$ cat src/rtl/core/dep_pkg.sv
// dep_pkg: shared types, operation and status codes for the double-ended
// priority queue. No dependencies; used by every module of the block.
`timescale 1ns / 1ps

package dep_pkg;

    // default number of slots in the table
    localparam int DEPTH_DEFAULT = 16;

    localparam int OP_W     = 3;
    localparam int VALUE_W  = 32;
    localparam int PRIO_W   = 16;
    localparam int STATUS_W = 2;
    localparam int OCC_W    = 5;

    // operation codes
    localparam logic [OP_W-1:0] OP_INSERT      = 3'd0;
    localparam logic [OP_W-1:0] OP_REMOVE_HIGH = 3'd1;
    localparam logic [OP_W-1:0] OP_REMOVE_LOW  = 3'd2;
    localparam logic [OP_W-1:0] OP_PEEK_HIGH   = 3'd3;
    localparam logic [OP_W-1:0] OP_PEEK_LOW    = 3'd4;

    // status codes
    localparam logic [STATUS_W-1:0] ST_OK    = 2'd0;
    localparam logic [STATUS_W-1:0] ST_EMPTY = 2'd1;
    localparam logic [STATUS_W-1:0] ST_FULL  = 2'd2;

    typedef struct packed {
        logic [OP_W-1:0]           operation;
        logic signed [VALUE_W-1:0] item_value;
        logic [PRIO_W-1:0]         item_priority;
    } cmd_t;

    typedef struct packed {
        logic signed [VALUE_W-1:0] result_value;
        logic [STATUS_W-1:0]       status;
        logic [OCC_W-1:0]          occupancy;
    } rsp_t;

    // one table slot as held in the memory
    typedef struct packed {
        logic signed [VALUE_W-1:0] value;
        logic [PRIO_W-1:0]         priority_val;
    } slot_t;

endpackage

$ cat src/rtl/core/double_ended_priority_queue.sv
// double_ended_priority_queue: top level, output register around the
// sequencer and slot memory. Depends on dep_pkg, dep_ctrl and dep_slot_ram.
`timescale 1ns / 1ps

// A table of DEPTH slots, each a signed value with an unsigned priority.
// An item is taken when start is high and busy is low; busy stays high
// until the item is finished. Each item gives exactly one result, shown on
// rsp for the single cycle in which done is high, in the cycle after the item
// finishes; the receiver cannot hold it off, so it must take it then.
// Per item: an insert into a full table, a remove or peek on an empty
// table and an unused operation code finish in the accept cycle.
// Other inserts walk the valid bits one slot per cycle, ending at the
// lowest free slot. Remove and peek read every slot from the memory, one
// read port access per cycle, compare each slot read in slot order, and
// then pass through a finish state. Result is registered, so a new item
// may be accepted while done is high. Ties go to the lowest slot;
// occupancy is the entry count after the item, modulo 32.
module double_ended_priority_queue #(
    parameter int DEPTH = dep_pkg::DEPTH_DEFAULT
) (
    input  logic          clk,
    input  logic          rst_n,
    input  logic          start,
    input  dep_pkg::cmd_t cmd,
    output logic          busy,
    output logic          done,
    output dep_pkg::rsp_t rsp
);

    localparam int IW = $clog2(DEPTH);
    localparam int CW = $clog2(DEPTH + 1);

    logic           wr_en;
    logic [IW-1:0]  wr_addr;
    dep_pkg::slot_t wr_data;
    logic           rd_en;
    logic [IW-1:0]  rd_addr;
    dep_pkg::slot_t rd_data;

    // result from the sequencer, valid for one cycle
    logic           res_vld;
    dep_pkg::rsp_t  res;

    logic           done_reg;
    dep_pkg::rsp_t  rsp_reg;

    dep_ctrl #(
        .DEPTH (DEPTH),
        .IW    (IW),
        .CW    (CW)
    ) u_ctrl (
        .clk     (clk),
        .rst_n   (rst_n),
        .start   (start),
        .cmd     (cmd),
        .busy    (busy),
        .res_vld (res_vld),
        .res     (res),
        .wr_en   (wr_en),
        .wr_addr (wr_addr),
        .wr_data (wr_data),
        .rd_en   (rd_en),
        .rd_addr (rd_addr),
        .rd_data (rd_data)
    );

    // value and priority storage; valid bits live in the sequencer
    dep_slot_ram #(
        .DEPTH (DEPTH),
        .IW    (IW)
    ) u_ram (
        .clk     (clk),
        .wr_en   (wr_en),
        .wr_addr (wr_addr),
        .wr_data (wr_data),
        .rd_en   (rd_en),
        .rd_addr (rd_addr),
        .rd_data (rd_data)
    );

    // output register: strobe cleared by reset, payload loaded on a result
    always_ff @(posedge clk or negedge rst_n)
    begin
        if (!rst_n)
        begin
            done_reg <= 1'b0;
        end
        else
        begin
            done_reg <= res_vld;
        end
    end

    always_ff @(posedge clk)
    begin
        if (res_vld)
        begin
            rsp_reg <= res;
        end
    end

    assign done = done_reg;
    assign rsp  = rsp_reg;

endmodule

$ cat src/rtl/core/dep_slot_ram.sv
// dep_slot_ram: slot storage, one write port and one read port with a
// registered read. Depends on dep_pkg for the slot type.
`timescale 1ns / 1ps

module dep_slot_ram #(
    parameter int DEPTH = dep_pkg::DEPTH_DEFAULT,
    parameter int IW    = $clog2(DEPTH)
) (
    input  logic           clk,
    input  logic           wr_en,
    input  logic [IW-1:0]  wr_addr,
    input  dep_pkg::slot_t wr_data,
    input  logic           rd_en,
    input  logic [IW-1:0]  rd_addr,
    output dep_pkg::slot_t rd_data
);

    dep_pkg::slot_t mem [DEPTH];

    always_ff @(posedge clk)
    begin
        if (wr_en)
        begin
            mem[wr_addr] <= wr_data;
        end
    end

    always_ff @(posedge clk)
    begin
        if (rd_en)
        begin
            rd_data <= mem[rd_addr];
        end
    end

endmodule

$ cat src/rtl/core/dep_ctrl.sv
// dep_ctrl: command sequencer, valid bits, entry count and the slot scan.
// Depends on dep_pkg; drives the ports of dep_slot_ram.
`timescale 1ns / 1ps

module dep_ctrl #(
    parameter int DEPTH = dep_pkg::DEPTH_DEFAULT,
    parameter int IW    = $clog2(DEPTH),
    parameter int CW    = $clog2(DEPTH + 1)
) (
    input  logic           clk,
    input  logic           rst_n,
    input  logic           start,
    input  dep_pkg::cmd_t  cmd,
    output logic           busy,
    output logic           res_vld,
    output dep_pkg::rsp_t  res,
    output logic           wr_en,
    output logic [IW-1:0]  wr_addr,
    output dep_pkg::slot_t wr_data,
    output logic           rd_en,
    output logic [IW-1:0]  rd_addr,
    input  dep_pkg::slot_t rd_data
);

    localparam logic [1:0] S_IDLE = 2'd0;
    localparam logic [1:0] S_FREE = 2'd1;
    localparam logic [1:0] S_SCAN = 2'd2;
    localparam logic [1:0] S_DONE = 2'd3;

    localparam logic [IW-1:0] LAST_IDX = IW'(DEPTH - 1);
    localparam logic [CW-1:0] FULL_CNT = CW'(DEPTH);

    logic [1:0]                        state_reg, state_next;
    logic [DEPTH-1:0]                  valid_reg, valid_next;
    logic [CW-1:0]                     cnt_reg, cnt_next;
    logic [IW-1:0]                     idx_reg, idx_next;
    logic                              pipe_vld_reg, pipe_vld_next;
    logic                              pipe_last_reg, pipe_last_next;
    logic [IW-1:0]                     pipe_idx_reg, pipe_idx_next;
    logic                              found_reg, found_next;
    logic [IW-1:0]                     best_idx_reg, best_idx_next;
    logic [dep_pkg::PRIO_W-1:0]        best_prio_reg, best_prio_next;
    logic signed [dep_pkg::VALUE_W-1:0] best_value_reg, best_value_next;
    dep_pkg::cmd_t                     cmd_reg, cmd_next;

    logic want_high;
    logic removes;
    logic better;

    assign want_high = (cmd_reg.operation == dep_pkg::OP_REMOVE_HIGH)
                    || (cmd_reg.operation == dep_pkg::OP_PEEK_HIGH);
    assign removes   = (cmd_reg.operation == dep_pkg::OP_REMOVE_HIGH)
                    || (cmd_reg.operation == dep_pkg::OP_REMOVE_LOW);

    // strict compare keeps the earlier slot on a tie
    assign better = !found_reg
                 || (want_high ? (rd_data.priority_val > best_prio_reg)
                               : (rd_data.priority_val < best_prio_reg));

    assign busy = (state_reg != S_IDLE);

    always_comb
    begin
        state_next      = state_reg;
        valid_next      = valid_reg;
        cnt_next        = cnt_reg;
        idx_next        = idx_reg;
        pipe_vld_next   = 1'b0;
        pipe_last_next  = pipe_last_reg;
        pipe_idx_next   = pipe_idx_reg;
        found_next      = found_reg;
        best_idx_next   = best_idx_reg;
        best_prio_next  = best_prio_reg;
        best_value_next = best_value_reg;
        cmd_next        = cmd_reg;

        wr_en   = 1'b0;
        wr_addr = idx_reg;
        wr_data = '{value: cmd_reg.item_value, priority_val: cmd_reg.item_priority};
        rd_en   = 1'b0;
        rd_addr = idx_reg;

        res_vld          = 1'b0;
        res.result_value = '0;
        res.status       = dep_pkg::ST_OK;

        unique case (state_reg)
            S_IDLE:
            begin
                if (start)
                begin
                    cmd_next = cmd;
                    unique case (cmd.operation)
                        dep_pkg::OP_INSERT:
                        begin
                            if (cnt_reg == FULL_CNT)
                            begin
                                res_vld    = 1'b1;
                                res.status = dep_pkg::ST_FULL;
                            end
                            else
                            begin
                                idx_next   = '0;
                                state_next = S_FREE;
                            end
                        end
                        dep_pkg::OP_REMOVE_HIGH, dep_pkg::OP_REMOVE_LOW,
                        dep_pkg::OP_PEEK_HIGH, dep_pkg::OP_PEEK_LOW:
                        begin
                            if (cnt_reg == '0)
                            begin
                                res_vld    = 1'b1;
                                res.status = dep_pkg::ST_EMPTY;
                            end
                            else
                            begin
                                // first read goes out now, slot 0
                                rd_en          = 1'b1;
                                rd_addr        = '0;
                                pipe_vld_next  = 1'b1;
                                pipe_idx_next  = '0;
                                pipe_last_next = (LAST_IDX == '0);
                                idx_next       = IW'(1);
                                found_next     = 1'b0;
                                state_next     = S_SCAN;
                            end
                        end
                        default:
                        begin
                            res_vld = 1'b1;
                        end
                    endcase
                end
            end
            S_FREE:
            begin
                if (!valid_reg[idx_reg])
                begin
                    wr_en               = 1'b1;
                    valid_next[idx_reg] = 1'b1;
                    cnt_next            = cnt_reg + CW'(1);
                    res_vld             = 1'b1;
                    state_next          = S_IDLE;
                end
                else if (idx_reg == LAST_IDX)
                begin
                    res_vld    = 1'b1;
                    res.status = dep_pkg::ST_FULL;
                    state_next = S_IDLE;
                end
                else
                begin
                    idx_next = idx_reg + IW'(1);
                end
            end
            S_SCAN:
            begin
                if (pipe_vld_reg && valid_reg[pipe_idx_reg] && better)
                begin
                    found_next      = 1'b1;
                    best_idx_next   = pipe_idx_reg;
                    best_prio_next  = rd_data.priority_val;
                    best_value_next = rd_data.value;
                end
                if (pipe_last_reg)
                begin
                    state_next = S_DONE;
                end
                else
                begin
                    rd_en          = 1'b1;
                    rd_addr        = idx_reg;
                    pipe_vld_next  = 1'b1;
                    pipe_idx_next  = idx_reg;
                    pipe_last_next = (idx_reg == LAST_IDX);
                    idx_next       = idx_reg + IW'(1);
                end
            end
            S_DONE:
            begin
                res_vld    = 1'b1;
                state_next = S_IDLE;
                if (!found_reg)
                begin
                    res.status = dep_pkg::ST_EMPTY;
                end
                else
                begin
                    res.result_value = best_value_reg;
                    if (removes)
                    begin
                        valid_next[best_idx_reg] = 1'b0;
                        cnt_next                 = cnt_reg - CW'(1);
                    end
                end
            end
            default:
            begin
                state_next = S_IDLE;
            end
        endcase

        // occupancy after the operation, modulo the port width
        res.occupancy = dep_pkg::OCC_W'(cnt_next);
    end

    always_ff @(posedge clk or negedge rst_n)
    begin
        if (!rst_n)
        begin
            state_reg     <= S_IDLE;
            valid_reg     <= '0;
            cnt_reg       <= '0;
            pipe_vld_reg  <= 1'b0;
            pipe_last_reg <= 1'b0;
            found_reg     <= 1'b0;
        end
        else
        begin
            state_reg     <= state_next;
            valid_reg     <= valid_next;
            cnt_reg       <= cnt_next;
            pipe_vld_reg  <= pipe_vld_next;
            pipe_last_reg <= pipe_last_next;
            found_reg     <= found_next;
        end
    end

    always_ff @(posedge clk)
    begin
        idx_reg        <= idx_next;
        pipe_idx_reg   <= pipe_idx_next;
        best_idx_reg   <= best_idx_next;
        best_prio_reg  <= best_prio_next;
        best_value_reg <= best_value_next;
        cmd_reg        <= cmd_next;
    end

    // count tracks the valid bits exactly
    a_cnt_matches: assert property (@(posedge clk) disable iff (!rst_n)
        $countones(valid_reg) == int'(cnt_reg))
        else $error("entry count out of step with valid bits");

    a_cnt_bound: assert property (@(posedge clk) disable iff (!rst_n)
        cnt_reg <= FULL_CNT)
        else $error("entry count above table depth");

    a_full_only_when_full: assert property (@(posedge clk) disable iff (!rst_n)
        (res_vld && (res.status == dep_pkg::ST_FULL)) |-> (cnt_reg == FULL_CNT))
        else $error("full reported with a free slot");

    a_scan_keeps_valid: assert property (@(posedge clk) disable iff (!rst_n)
        (state_reg == S_SCAN) |=> (valid_reg == $past(valid_reg)))
        else $error("valid bits changed during scan");

endmodule
$ cat config.mk
export PLATFORM = sky130hd
export DESIGN_NAME = double_ended_priority_queue
export DESIGN_NICKNAME = d
export VERILOG_FILES = /design/src/rtl/core/dep_pkg.sv /design/src/rtl/core/double_ended_priority_queue.sv /design/src/rtl/core/dep_slot_ram.sv /design/src/rtl/core/dep_ctrl.sv
export SDC_FILE = /design/constraint.sdc
export NUM_CORES = 1
export LEC_CHECK = 0
export BUFFER_PORTS_ARGS = -buffer_cell sky130_fd_sc_hd__buf_4
export CORE_ASPECT_RATIO = 2
export CORE_MARGIN = 5
export CORE_UTILIZATION = 24
export CTS_CLUSTER_DIAMETER = 60
export DETAILED_ROUTE_END_ITERATION = 12
export REMOVE_ABC_BUFFERS = 1
export SLEW_MARGIN = 20
export SYNTH_ARGS = -nofsm -noshare
export SYNTH_HDL_FRONTEND = slang
export SYNTH_SLANG_ARGS = --single-unit
$ cat constraint.sdc
create_clock -name clk -period 4.4 [get_ports clk]
set_input_delay 1.32 -clock clk [delete_from_list [all_inputs] [get_ports clk]]
set_output_delay 1.32 -clock clk [all_outputs]
set_load 0.02 [all_outputs]
==> results of run 1 <==
## routing by layer
| metal | vias to the layer above | GRT usage |
|---|---|---|
| met1 | 10742 | 0.138 |
| met3 | 197 | 0.0116 |
| met5 | - | 0 |
| met4 | 2 | 0.0441 |
| met2 | 747 | 0.209 |
| li1 | 9073 | - |
## area by class of cell
cell class                      instances  area share
Timing Repair Buffer                  152      0.0347
Inverter                               30     0.00253
Clock inverter                         54      0.0137
Clock buffer                           96      0.0481
Sequential cell                       993       0.652
Tap cell                             2110      0.0580
Antenna cell                            1   0.0000550
Multi-Input combinational cell       1089       0.191
## cells in the final DEF, fill, tap and decap left out, drive strengths merged, types with 7 or more instances in the layout
cell type  synthesis  layout
a21oi            169     169
a22oi             48      48
a31oi              8       8
and2              26      26
and3              40      40
buf               61     152
bufinv             0      11
clkbuf            77      96
clkinv             0      33
dfrtp             27      27
edfxtp           966     966
ha                26      26
inv               30      37
mux2              52      52
mux4             107     107
nand2            218     218
nand2b             8       8
nand3             62      62
nor2              63      63
o211ai            96      96
o21ai              7       7
o311a             48      48
or2               48      48
## cells by family (layout without fill, tap and decap cells)
logic type | count (synthesis) | in the layout | share of synthesized area
other | 0 | 1 | 0
XOR/XNOR | 6 | 6 | 0.00135
flip-flops | 993 | 993 | 0.761
AO/OA/AOI/OAI | 404 | 404 | 0.0708
buffers and inverters | 168 | 332 | 0.0192
AND/OR/NAND/NOR | 490 | 490 | 0.0611
adder cells (fa/ha/maj) | 26 | 26 | 0.00834
multiplexers | 163 | 163 | 0.0784
## worst reg2reg max path: stages, from the launching register on
cell                       delay, ns
sky130_fd_sc_hd__edfxtp_1       0.71
sky130_fd_sc_hd__mux4_1         0.79
sky130_fd_sc_hd__mux4_2         0.63
sky130_fd_sc_hd__and2b_1        0.28
sky130_fd_sc_hd__and2_4         0.16
sky130_fd_sc_hd__buf_12         0.33
## power groups by stage
stage               Combinational, mW  Sequential, mW  Clock [mW]
CTS                              9.09            13.2        7.93
finish                           8.90            13.2        7.72
global route                     9.62            13.3        8.28
floorplan                        5.04            13.7           0
detailed placement               9.06            13.4           0
global placement                 8.97            13.3           0
## stage by stage
stage	area [um^2]	power [mW]
CTS	45500	30.2
floorplan	38400	18.7
global route	45500	31.2
finish	45500	29.8
detailed placement	42700	22.4
global placement	42700	22.3
## final timing paths
check	endpoint	slack, ns	depth (start not counted)
hold reg to reg	u_ctrl.best_value_reg[26]	0.42	0
setup / recovery	u_ram.mem[15][26]	1.02	5
setup reg to reg	u_ram.mem[15][26]	1.02	5
min in group asynchronous	done	0.59	1
max in group asynchronous	u_ctrl.found_reg	3.48	1
hold / removal	u_ctrl.best_value_reg[26]	0.42	0
==> results list, run 1 <==
* Status: complete, no violations
- The multi-input combinational cells in the finished layout cover a total of ~8700 um^2.
- Most repeated cell in the gate-level netlist after synthesis: sky130_fd_sc_hd__edfxtp_1
* Maximum vdd drop: around 0.44 mV
* Via count of the first global-routing pass: roughly 22k
* Worst-case setup slack after placement: 0.776 ns
- In this run the post-CTS setup repair buffer count came out at 0.
- Clock tree synthesis found a total of 993 sinks.
* Slew margin rel.: 0.305
* Number of nets with antenna violations after routing: 0
- The synthesized netlist occupies a cell area of 39000 um^2.
- In this run the number of H-tree levels came out at 3.
- Clock-pin slew was measured on the worst setup and hold paths at 0.07 ns.
- Cell at the root of the clock tree: sky130_fd_sc_hd__clkbuf_16
* Share of the clock period used by the worst path after layout: 0.769
* Synth-to-Final Area Change: 16.6%
- Ranked by total cell area, the synthesized netlist is headed by sky130_fd_sc_hd__edfxtp_1 74%, sky130_fd_sc_hd__mux4_2 6.0%, sky130_fd_sc_hd__a21oi_1 2.1%.
- The register with the most flip-flops in the layout has about 770 of them.
- Chip Width: between 200 and 300 um
* Initial standard-cell utilization of the core: 0.241
- Setup violations remaining at the end of the flow were counted as 0.
* Number of nets in the finished design: around 2.4k
- Area share of the largest cell type after synthesis: 0.743
- Routed vias/inst: 4.59
- After synthesis, the mean cell area works out to between 15 and 20 um^2.
* Maximum number of pins on one net before global-route repair: between 100 and 150
- Final Instance Count excl. Fillers: between 4k and 5k
- Placeable core region: 162000 um^2
- The final hold violation count is 0.
- The floorplan has between 200 and 250 rows.
- Number of DRC markers after the initial detailed-route iteration: approximately 1.8k
- Wl on met1: about 39 mm
- Across all setup checks in the final design, the least slack found is 1.02 ns.
* Post-detail-place hpwl: between 50 and 60 mm
* Fin. max-slew vios: 0
* Critical path origin: u_ctrl.wr_addr[0]
- TritonCTS built the clock tree.
- Number of enable-type register cells in the synthesized netlist: just under 1k
* Top reg by flops: u_ram.mem
* Cell type with the largest total area after synthesis: sky130_fd_sc_hd__edfxtp_1
- Max Used Layer: met5
- Wire length on met3: between 4 and 5 mm
- Global routing finished with a remaining overflow of 0.
- Sequential standard cell area: between 20000 and 30000 um^2
- The worst hold path begins at u_ram.rd_data[42].
- Die H: between 500 and 600 um
* Leakage component of the power: 14.6 nW
- Among all flip-flop cells after synthesis, the most frequent one is sky130_fd_sc_hd__edfxtp_1.
- Fraction of layout instances using a drive strength above 1: 0.217
* Commonest cells post-synth: 966 x sky130_fd_sc_hd__edfxtp_1, 218 x sky130_fd_sc_hd__nand2_1, 167 x sky130_fd_sc_hd__a21oi_1
* Maximum cell stage delay along the critical path: 0.78 ns
- Via count of the routed design: ~21k
- Number of buffer and inverter stages on the critical path: 1
- During synthesis, Yosys emitted a total of 0 warnings.
* Total internal power: between 15 and 20 mW
* CP Data Required Time: 4.68 ns
- Setup repair after global routing left no endpoint under its margin.
* Placer congestion estimate: between 0.7 and 0.8
- Cells traversed along the worst timing path: mux4_1 > mux4_2 > and2b_1 > and2_4 > buf_12
* Wire length of the first global-routing pass: ~150 mm
- Synthesized instance count: ~2.3k
* Biggest fanout along the worst timing path: 48
- Kind of end point of the critical path: flip-flop
- The share of total power dissipated in the clock network is 0.259.
- Number of buffers created by CTS: 84
* Total met2 wirelength after detailed routing: approximately 53 mm
- The worst setup path is of the flip-flop to flip-flop kind.
* Setup TNS: 0 ns
- Clock insertion delay at the later pin of the skew report: 0.67 ns
- Data arrival time of the worst path: roughly 3.7 ns
- Static timing analysis puts the maximum clock frequency at between 200 and 300 MHz.
- For this design, the CTS-stage hold fixing added 0 buffers.
* Max clock buf depth: 3
* Number of input and output port buffers inserted: between 90 and 100
- Worst Setup Start Kind: flip-flop
- Number of ports placed on the die boundary: 95
* Routed Wire Length: just over 100 mm
* Final-layout worst hold slack: around 0.42 ns
- The analysis attributes to net switching a power of 9.85 mW.
* Global router's overall resource usage: 0.114
* Post-synthesis sequential area ratio: 0.761
* Floorplan die area: approximately 170000 um^2
- Number of register bits inferred by synthesis: around 1000
- Flop pwr share: 0.442
* Kind of path behind the tightest hold check: flip-flop to flip-flop
* Initial antenna violation count: 4
- Iteration count of the initial detailed-routing pass: 5
- The layout has 15.8k filler cells.
- Comb power frac: 0.299
- Dividing total power by cell area gives a power density of about 650 nW/um^2.
- The worst path in the final design needs a cycle of 3.38 ns, including I/O delays and setup.
- For this run, asynchronously set or reset flops after synthesis account for 0.0272.
- For the pin with the worst max-slew slack, the measured transition is ~1.0 ns.
- Remaining routing DRC violations: 0
* Post-CTS resize count: 0
- In the final routed layout, each cell accounts on average for 22.3 um.
* Sw Share: 0.330
* Cell with the largest stage delay on the worst path: sky130_fd_sc_hd__mux4_1
- Post-synthesis cell type count: 61
* Reg2Reg Launch Point: u_ctrl.wr_addr[0]
- On the critical path the largest part of the delay comes from multiplexers.
- Dpl cells: about 4.4k
* Post-Route Utilization: 0.281
- Maximum Capacitance Violations: 0
* Post-Route Skew: between 0.03 and 0.04 ns
(Power assumes the default switching activity.)
==> inputs of run 2 (changes only) <==
--- a/config.mk
+++ b/config.mk
@@ -5,6 +5,7 @@
 export SDC_FILE = /design/constraint.sdc
 export NUM_CORES = 1
 export LEC_CHECK = 0
+export ABC_AREA = 1
 export BUFFER_PORTS_ARGS = -buffer_cell sky130_fd_sc_hd__buf_4
 export CORE_ASPECT_RATIO = 2
 export CORE_MARGIN = 5
==> constraint.sdc (replaced) <==
create_clock -name clk -period 2.8 [get_ports clk]
set_input_delay 0.84 -clock clk [delete_from_list [all_inputs] [get_ports clk]]
set_output_delay 0.84 -clock clk [all_outputs]
set_load 0.02 [all_outputs]
==> run 2 against run 1 <==
  * Final cell count is 35% higher
  * Die area is 8.2% higher
  * Global-route usage is 1.3 points higher
  * First-iteration DRC count is 26% higher
  * Sequential share of layout area is 6.8 points lower
  * Combinational power is 100% higher
  * Final area is 12% higher
  * Sequential cell count stayed put
  * Fmax is 29% higher
  * Total power is 73% higher
  * Critical path depth is 7 higher
  * Clock skew is 0.017 ns higher
==> results list, run 2 <==
- The run finished with clean final reports.
* Fillers: 17.7k (+12%)
- The startpoint identified for the worst register-to-register timing path is u_ctrl.wr_addr[1].
- Most repeated cell in the gate-level netlist after synthesis: sky130_fd_sc_hd__edfxtp_1
- The number of flip-flops under the largest register name was 768 (unchanged).
* Mapped Area: 42300 um^2 (+8.4%)
- Final hold vios: 0 (unchanged)
- The root buffer cell chosen for the clock tree is sky130_fd_sc_hd__clkbuf_16.
- Number of ports placed on the die boundary: 95 (unchanged)
* Most frequent cells in the layout: 966 x sky130_fd_sc_hd__edfxtp_1, 854 x sky130_fd_sc_hd__nand3_1, 545 x sky130_fd_sc_hd__inv_1
- Number of buffers created by CTS: 90 (+7.1%)
* Number of nets in the finished design: 3826 (+57%)
- Total internal power: 32.6 mW (+64%)
* Initial antenna violation count: 1 (-3)
* Leakage component of the power: 19.4 nW (+33%)
- The number of slew-limit violations in the final report was 0 (unchanged).
* Remaining routing DRC violations: 0 (unchanged)
* Unrepaired setup endpoints after global routing: no
- Wire length of the first global-routing pass: 180 mm (+22%)
- Post-detail-place hpwl: 73.0 mm (+31%)
- The die outline width is 307 um (+4.0%).
* Number of warnings reported in the yosys synthesis log: 0 (unchanged)
* Floorplan die area: 185000 um^2 (+8.2%)
* Via count of the routed design: 27.6k (+33%)
* Share of flip-flops with an asynchronous set or reset: 0.0272 (unchanged)
* FMAX: 380 MHz (+29%)
* Number of DRC markers after the initial detailed-route iteration: 2272 (+26%)
* TritonCTS clock tree: built
- Worst-case setup slack after placement: -0.124 ns (-0.900 ns)
* Area share of the largest cell type after synthesis: 0.686 (-0.0578)
- The average detailed-routed wire length per instance came to 19.8 um (-11%).
- The commonest cells after synthesis are 966 x sky130_fd_sc_hd__edfxtp_1, 854 x sky130_fd_sc_hd__nand3_1, 549 x sky130_fd_sc_hd__inv_1.
- Total power draw: 51.6 mW (+73%)
- Iteration count of the initial detailed-routing pass: 6 (+1)
- Setup violation total in the final timing report: 0 (unchanged)
- The final standard cell count with taps included and fillers excluded is 6131 (+35%).
- The mean instance size in the synthesized netlist came to 11.9 um^2 (-32%).
* Initial standard-cell utilization of the core: 0.240 (-0.000586)
- The clock tree skew after final layout came to 0.0487 ns (+0.0173 ns).
* Share of the clock period used by the worst path after layout: 0.940 (+0.171)
- The number of cells after detailed placement was 5958 (+36%).
* Max clock buf depth: 3 (unchanged)
* H-tree levels: 3 (unchanged)
* Comb power frac: 0.349 (+0.050)
- The slack of the critical path was 0.168 ns (-0.847 ns).
- The remaining global-route overflow came to 0 (unchanged).
- Row count: 218 (+4.3%)
- The total routed wirelength was 122 mm (+21%).
* Worst Setup Start Kind: flip-flop
* CP Data Required Time: 3.16 ns (-1.52 ns)
* Post-Route Utilization: 0.289 (+0.00764)
* Via count of the first global-routing pass: 27.8k (+28%)
- Placer congestion estimate: 0.785 (+3.9%)
- Slew margin rel.: 0.290 (-0.0154)
* Fraction of layout instances using a drive strength above 1: 0.179 (-0.0389)
* Power Density: 1020 nW/um^2 (+55%)
- Post-synthesis sequential area ratio: 0.702 (-0.0591)
- Clock insertion delay at the later pin of the skew report: 0.69 ns (+0.02 ns)
* Maximum vdd drop: 0.854 mV (+94%)
* Cell types occupying the most area after synthesis: sky130_fd_sc_hd__edfxtp_1 69%, sky130_fd_sc_hd__nand3_1 10%, sky130_fd_sc_hd__inv_1 4.9%
* Data arrival time of the worst path: 3.00 ns (-0.67 ns)
- Post-layout instance area: 50800 um^2 (+12%)
* Number of input and output port buffers inserted: 94 (unchanged)
- Top reg by flops: u_ram.mem
- The slew at the pin closest to its max-slew limit was 1.07 ns (+0.0231 ns).
- The switching part of the total came to 0.367 (+0.0368).
- The total clock sinks came to 993 (unchanged).
- The worst reg-to-reg path cell count was 12 (+7).
* Cell type with the largest total area after synthesis: sky130_fd_sc_hd__edfxtp_1
- Die H: 604 um (+4.1%)
* Critical path origin: u_ctrl.wr_addr[1]
* Category of the most critical setup path: flip-flop to flip-flop
- Global router's overall resource usage: 0.127 (+0.0129)
- Flop pwr share: 0.399 (-0.043)
- The largest net degree at the start of global routing is 134 (+11%).
* Switch Pwr: 18.9 mW (+92%)
- The count of mapped cells out of synthesis came to 3569 (+59%).
- Part of the power in the clock network: 0.252 (-0.007)
- The worst setup path is captured at a flip-flop.
- The peak fanout along the critical path is 18 (-63%).
* Routed vias/inst: 4.51 (-1.7%)
- The number of synthesized flops with an enable pin is 966 (unchanged).
- The count of antenna-violating nets left after detailed routing came to 0 (unchanged).
* Placeable core region: 176000 um^2 (+8.7%)
- Maximum Capacitance Violations: 0 (unchanged)
- From synthesis to final layout, the design area changed by 20.1%.
* Post-synthesis cell type count: 32 (-48%)
* Setup TNS: 0 ns (unchanged)
- Kind of path behind the tightest hold check: input pin to async pin
- The clock-pin slew of the registers on the worst-case setup and hold paths was 0.07 ns (about the same).
* Post-Place Cell Area: 47700 um^2 (+12%)
- The worst hold slack across all endpoints is 0.0985 ns (-0.322 ns).
* Top_reg_cell synth: sky130_fd_sc_hd__edfxtp_1
- Most common library cell in the layout ignoring fill and taps: sky130_fd_sc_hd__edfxtp_1
* Number of register bits inferred by synthesis: 993 (unchanged)
- The post-layout minimum cycle time is 2.63 ns (-0.753 ns).
-- run 2: power by group through the flow --
stage	logic [mW]	clock network, mW	registers [mW]
after CTS	18.2	13.3	20.6
after floorplan	7.56	0	20.9
after global routing	19.7	13.8	20.8
after global placement	18.0	0	20.9
final	18.0	13.0	20.6
after detailed placement	18.1	0	20.9
-- run 2: area by class of cell --
| class | count | area, um^2 | area share |
|---|---|---|---|
| Sequential cell | 993 | 29700 | 0.584 |
| Multi-Input combinational cell | 1802 | 9600 | 0.189 |
| Timing Repair Buffer | 303 | 3450 | 0.0678 |
| Tap cell | 2310 | 2890 | 0.0569 |
| Clock buffer | 103 | 2320 | 0.0457 |
| Inverter | 556 | 2100 | 0.0413 |
| Clock inverter | 63 | 767 | 0.0151 |
| Antenna cell | 1 | 2.50 | 0.0000493 |
-- run 2: critical path: stages, from the launching register on --
cell,delay (ns)
sky130_fd_sc_hd__edfxtp_1,0.56
sky130_fd_sc_hd__inv_2,0.21
sky130_fd_sc_hd__a21oi_1,0.06
sky130_fd_sc_hd__o21ai_1,0.07
sky130_fd_sc_hd__nand2_1,0.09
sky130_fd_sc_hd__nand2_1,0.07
sky130_fd_sc_hd__nand2_1,0.09
sky130_fd_sc_hd__nor2_2,0.14
sky130_fd_sc_hd__nand2_1,0.13
sky130_fd_sc_hd__buf_12,0.21
sky130_fd_sc_hd__nor3_2,0.16
sky130_fd_sc_hd__clkbuf_16,0.27
sky130_fd_sc_hd__buf_12,0.20
-- run 2: final timing paths --
kind	end	slack (ns)
setup / recovery	u_ram.mem[10][11]	0.17
hold / removal	u_ctrl.state_reg[0]	0.1
setup reg to reg	u_ram.mem[10][11]	0.17
hold reg to reg	u_ctrl.best_value_reg[27]	0.42
max in group asynchronous	u_ctrl.valid_reg[10]	2.34
min in group clk	u_ctrl.wr_data[22]	0.33
-- run 2: logic make-up after synthesis --
kind of cell | count (synthesis) | synth area share
simple gates | 1570 | 0.182
compound gates | 202 | 0.0331
fa+ha+maj | 26 | 0.00769
buf+inv | 774 | 0.0746
xor+xnor | 4 | 0.000828
flops | 993 | 0.702
-- run 2: metal layers --
| layer | GRT usage | part of all wire | vias up | routed length [um] |
|---|---|---|---|---|
| li1 | - | - | 12734 | - |
| met1 | 0.148 | 0.38 | 13710 | 46700 |
| met2 | 0.233 | 0.52 | 929 | 63300 |
| met3 | 0.0155 | 0.053 | 272 | 6460 |
| met4 | 0.0568 | 0.043 | 0 | 5290 |
| met5 | 0 | 0 | - | 0 |
-- run 2: repair_timing --
item / 4_1_cts / 5_1_grt
setup buffers: 0 / 6
resized for setup: 0 / 4
hold buffers: 0 / 0
endpoints found under the setup margin: 0 / 61
==> inputs of run 3 (changes only) <==
--- a/config.mk
+++ b/config.mk
@@ -7,11 +7,14 @@
 export LEC_CHECK = 0
 export ABC_AREA = 1
 export BUFFER_PORTS_ARGS = -buffer_cell sky130_fd_sc_hd__buf_4
+export CELL_PAD_IN_SITES_DETAIL_PLACEMENT = 1
+export CELL_PAD_IN_SITES_GLOBAL_PLACEMENT = 2
 export CORE_ASPECT_RATIO = 2
 export CORE_MARGIN = 5
 export CORE_UTILIZATION = 24
 export CTS_CLUSTER_DIAMETER = 60
 export DETAILED_ROUTE_END_ITERATION = 12
+export PLACE_DENSITY_LB_ADDON = 0.1
 export REMOVE_ABC_BUFFERS = 1
 export SLEW_MARGIN = 20
 export SYNTH_ARGS = -nofsm -noshare
==> run 3 against run 2 <==
  * Worst hold slack lost 0.031 ns
  * Critical endpoint is now busy
  * Final cell count grew 1.6%
  * Sequential power about the same
  * Final area grew 2.3%
  * Routed wire length is 29% higher
  * Clock power increased by 10%
  * Via count increased by 0.79%
  * Count of clock-buffer cells in the layout up 24
  * Critical path type is now flip-flop to output port
  * Die area unchanged
  * First-iteration DRC count decreased by 41%
==> results list, run 3 (synthesized netlist as in run 2, its figures left out) <==
* Post-Route Skew: 0.0394 ns (-0.00925 ns)
- The power density over the cells came to 1060 nW/um^2 (+4.7%).
- The data required time of the worst path was 1.96 ns (-1.20 ns).
- The placed cell area was 48400 um^2 (+1.6%).
- The number of search-and-repair iterations in the first detailed-routing pass is 5 (-1).
- Maximum number of pins on one net before global-route repair: 108 (-19%)
- Number of hold-repair buffers added at the cts stage: 0 (unchanged)
- Final-layout worst hold slack: 0.0677 ns (-0.0308 ns)
- The number of antenna violations at the first check in global routing was 2 (+1).
- The via count normalized by instance count came to 4.47 (-0.78%).
* Synth-to-Final Area Change: 22.9%
* Global router's overall resource usage: 0.166 (+0.0390)
- Worst Setup Start Kind: flip-flop
- The die outline width is 307 um (unchanged).
- Max clock buf depth: 3 (unchanged)
* Multi-input gate area in the final layout: 9640 um^2 (+0.40%)
- TritonCTS clock tree: built
- Floorplan die area: 185000 um^2 (unchanged)
- The post-route cell area came to 52000 um^2 (+2.3%).
* Initial standard-cell utilization of the core: 0.240 (unchanged)
- Status: complete, no violations
- The area taken by flip-flops and latches came to 29700 um^2 (unchanged).
* Slew margin rel.: 0.270 (-0.0199)
- Fraction of layout instances using a drive strength above 1: 0.196 (+0.0173)
- More flip-flops sit in one register than any other, and that register is u_ram.mem.
* Maximum Capacitance Violations: 0 (unchanged)
- The DRC violation total after the first TritonRoute iteration is 1331 (-41%).
- Number of nets in the finished design: 3914 (+2.3%)
- Post-detail-place hpwl: 98.5 mm (+35%)
- Setup violation total in the final timing report: 0 (unchanged)
* Number of ports placed on the die boundary: 95 (unchanged)
- The worst reg-to-reg path cell count came to 13 (+1).
- The clock-pin slew of the registers on the worst-case setup and hold paths is 0.06 ns (about the same).
* Wire length of the first global-routing pass: 225 mm (+25%)
- The worst path arrival time is 1.82 ns (-1.18 ns).
- The number of slew-limit violations in the final report came to 0 (unchanged).
- The maximum vdd drop is 0.480 mV (-44%).
* Via count of the routed design: 27.9k (+0.79%)
* Reg2Reg Launch Point: u_ctrl.wr_addr[0]
* Die H: 604 um (unchanged)
- Share of the clock period used by the worst path after layout: 0.951 (+0.0115)
- The core outline area was 176000 um^2 (unchanged).
- The weighted congestion reported at the end of routability-driven placement is 0.721 (-8.1%).
* Slack of the worst reg-to-reg path: 0.16 ns (about the same)
* Final hold vios: 0 (unchanged)
- Max reg flops: 768 (unchanged)
- Kind of path behind the tightest hold check: input pin to async pin
- Number of buffers created by CTS: 106 (+18%)
- WL per Instance: 25.2 um (+27%)
- Routed Wire Length: 157 mm (+29%)
- Clock tree synthesis selected as its root buffer the cell sky130_fd_sc_hd__clkbuf_16.
- Row count: 218 (unchanged)
- The maximum frequency from static timing analysis was 375 MHz (-1.2%).
- Critical R2R Capture: u_ram.mem[14][18]
* Clk sinks: 993 (unchanged)
* Leakage component of the power: 20.0 nW (+3.1%)
- Remaining routing DRC violations: 0 (unchanged)
- Clock insertion delay at the later pin of the skew report: 0.73 ns (+0.04 ns)
- The worst setup path is of the flip-flop to output port kind.
- Aggregate global routing overflow: 0 (unchanged)
- The H-tree depth reported by CTS is 3 (unchanged).
* Biggest fanout along the worst timing path: 4 (-14)
- The via count of the first global-routing pass was 30.4k (+9.6%).
- Transition time at the pin with the least slew margin: 1.10 ns (+0.0298 ns)
- Most frequent cells in the layout: 966 x sky130_fd_sc_hd__edfxtp_1, 854 x sky130_fd_sc_hd__nand3_1, 543 x sky130_fd_sc_hd__inv_1
* Fillers: 19.2k (+8.0%)
- The count of antenna-violating nets left after detailed routing was 0 (unchanged).
* Number of input and output port buffers inserted: 94 (unchanged)
- Kind of end point of the critical path: output port
- Most common library cell in the layout ignoring fill and taps: sky130_fd_sc_hd__edfxtp_1
- Shortest clock period the worst path allows after layout: 2.66 ns (+0.0322 ns)
run 3: critical path, cell delays in order, from the launching register on:
cell	delay [ns]
sky130_fd_sc_hd__dfrtp_1	0.42
sky130_fd_sc_hd__inv_1	0.12
sky130_fd_sc_hd__ha_4	0.15
sky130_fd_sc_hd__buf_4	0.12
sky130_fd_sc_hd__clkinvlp_4	0.13
sky130_fd_sc_hd__buf_6	0.16
run 3: worst max path at each step:
stage	start	slack (ns)	cells after the start	to
finish	u_ctrl.state_reg[0]	0.14	5	busy
floorplan	u_ctrl.wr_addr[0]	-13.83	8	u_ram.mem[4][0]
global route	u_ctrl.cnt_reg[0]	-0.004	13	rsp[18]
global placement	cmd[49]	-0.20	13	u_ram.rd_data[18]
detailed placement	cmd[49]	-0.24	13	u_ram.rd_data[18]
CTS	u_ctrl.wr_addr[0]	0.005	13	u_ram.mem[9][33]
run 3: repair_timing:
action / in CTS / in global routing
gates resized for setup: 11 / 7
setup buffers: 2 / 3
setup endpoints to repair: 70 / 220
pin swaps: 2 / 1
gates cloned: 1 / 0
run 3: cell type report:
cell class | count | area share
Antenna cell | 1 | 0.0000481
Clock buffer | 127 | 0.0533
Clock inverter | 64 | 0.0123
Inverter | 556 | 0.0407
Multi-Input combinational cell | 1802 | 0.185
Sequential cell | 993 | 0.571
Tap cell | 2310 | 0.0556
Timing Repair Buffer | 375 | 0.0815
run 3: layer usage:
layer	part of all wire	vias up	global-route usage	routed length, um
met5	0	-	0	0
met3	0.023	145	0.0175	3580
met4	0.019	0	0.0372	3010
met2	0.55	331	0.320	85700
li1	-	12922	-	-
met1	0.41	14465	0.198	64700
run 3: through the flow:
| step | total power [mW] | util | setup TNS [ns] | cells | setup WS, ns |
|---|---|---|---|---|---|
| global route | 58.6 | 0.295 | -0.00540 | 6228 | -0.00356 |
| floorplan | 28.5 | - | - | 3351 | -13.83 |
| global placement | 41.9 | 0.275 | -8.05 | 6030 | -0.202 |
| CTS | 56.7 | 0.295 | 0 | 6224 | 0.00504 |
| finish | 55.2 | 0.295 | 0 | 6228 | 0.136 |
| detailed placement | 41.9 | 0.275 | -8.13 | 6030 | -0.236 |
run 3: power by group:
part / total (mW) / switching [mW] / internal, mW / leakage, nW
Clock: 14.3 / 6.42 / 7.92 / 1.65
Combinational: 20.2 / 13.2 / 7.06 / 9.19
Sequential: 20.7 / 1.45 / 19.2 / 9.12
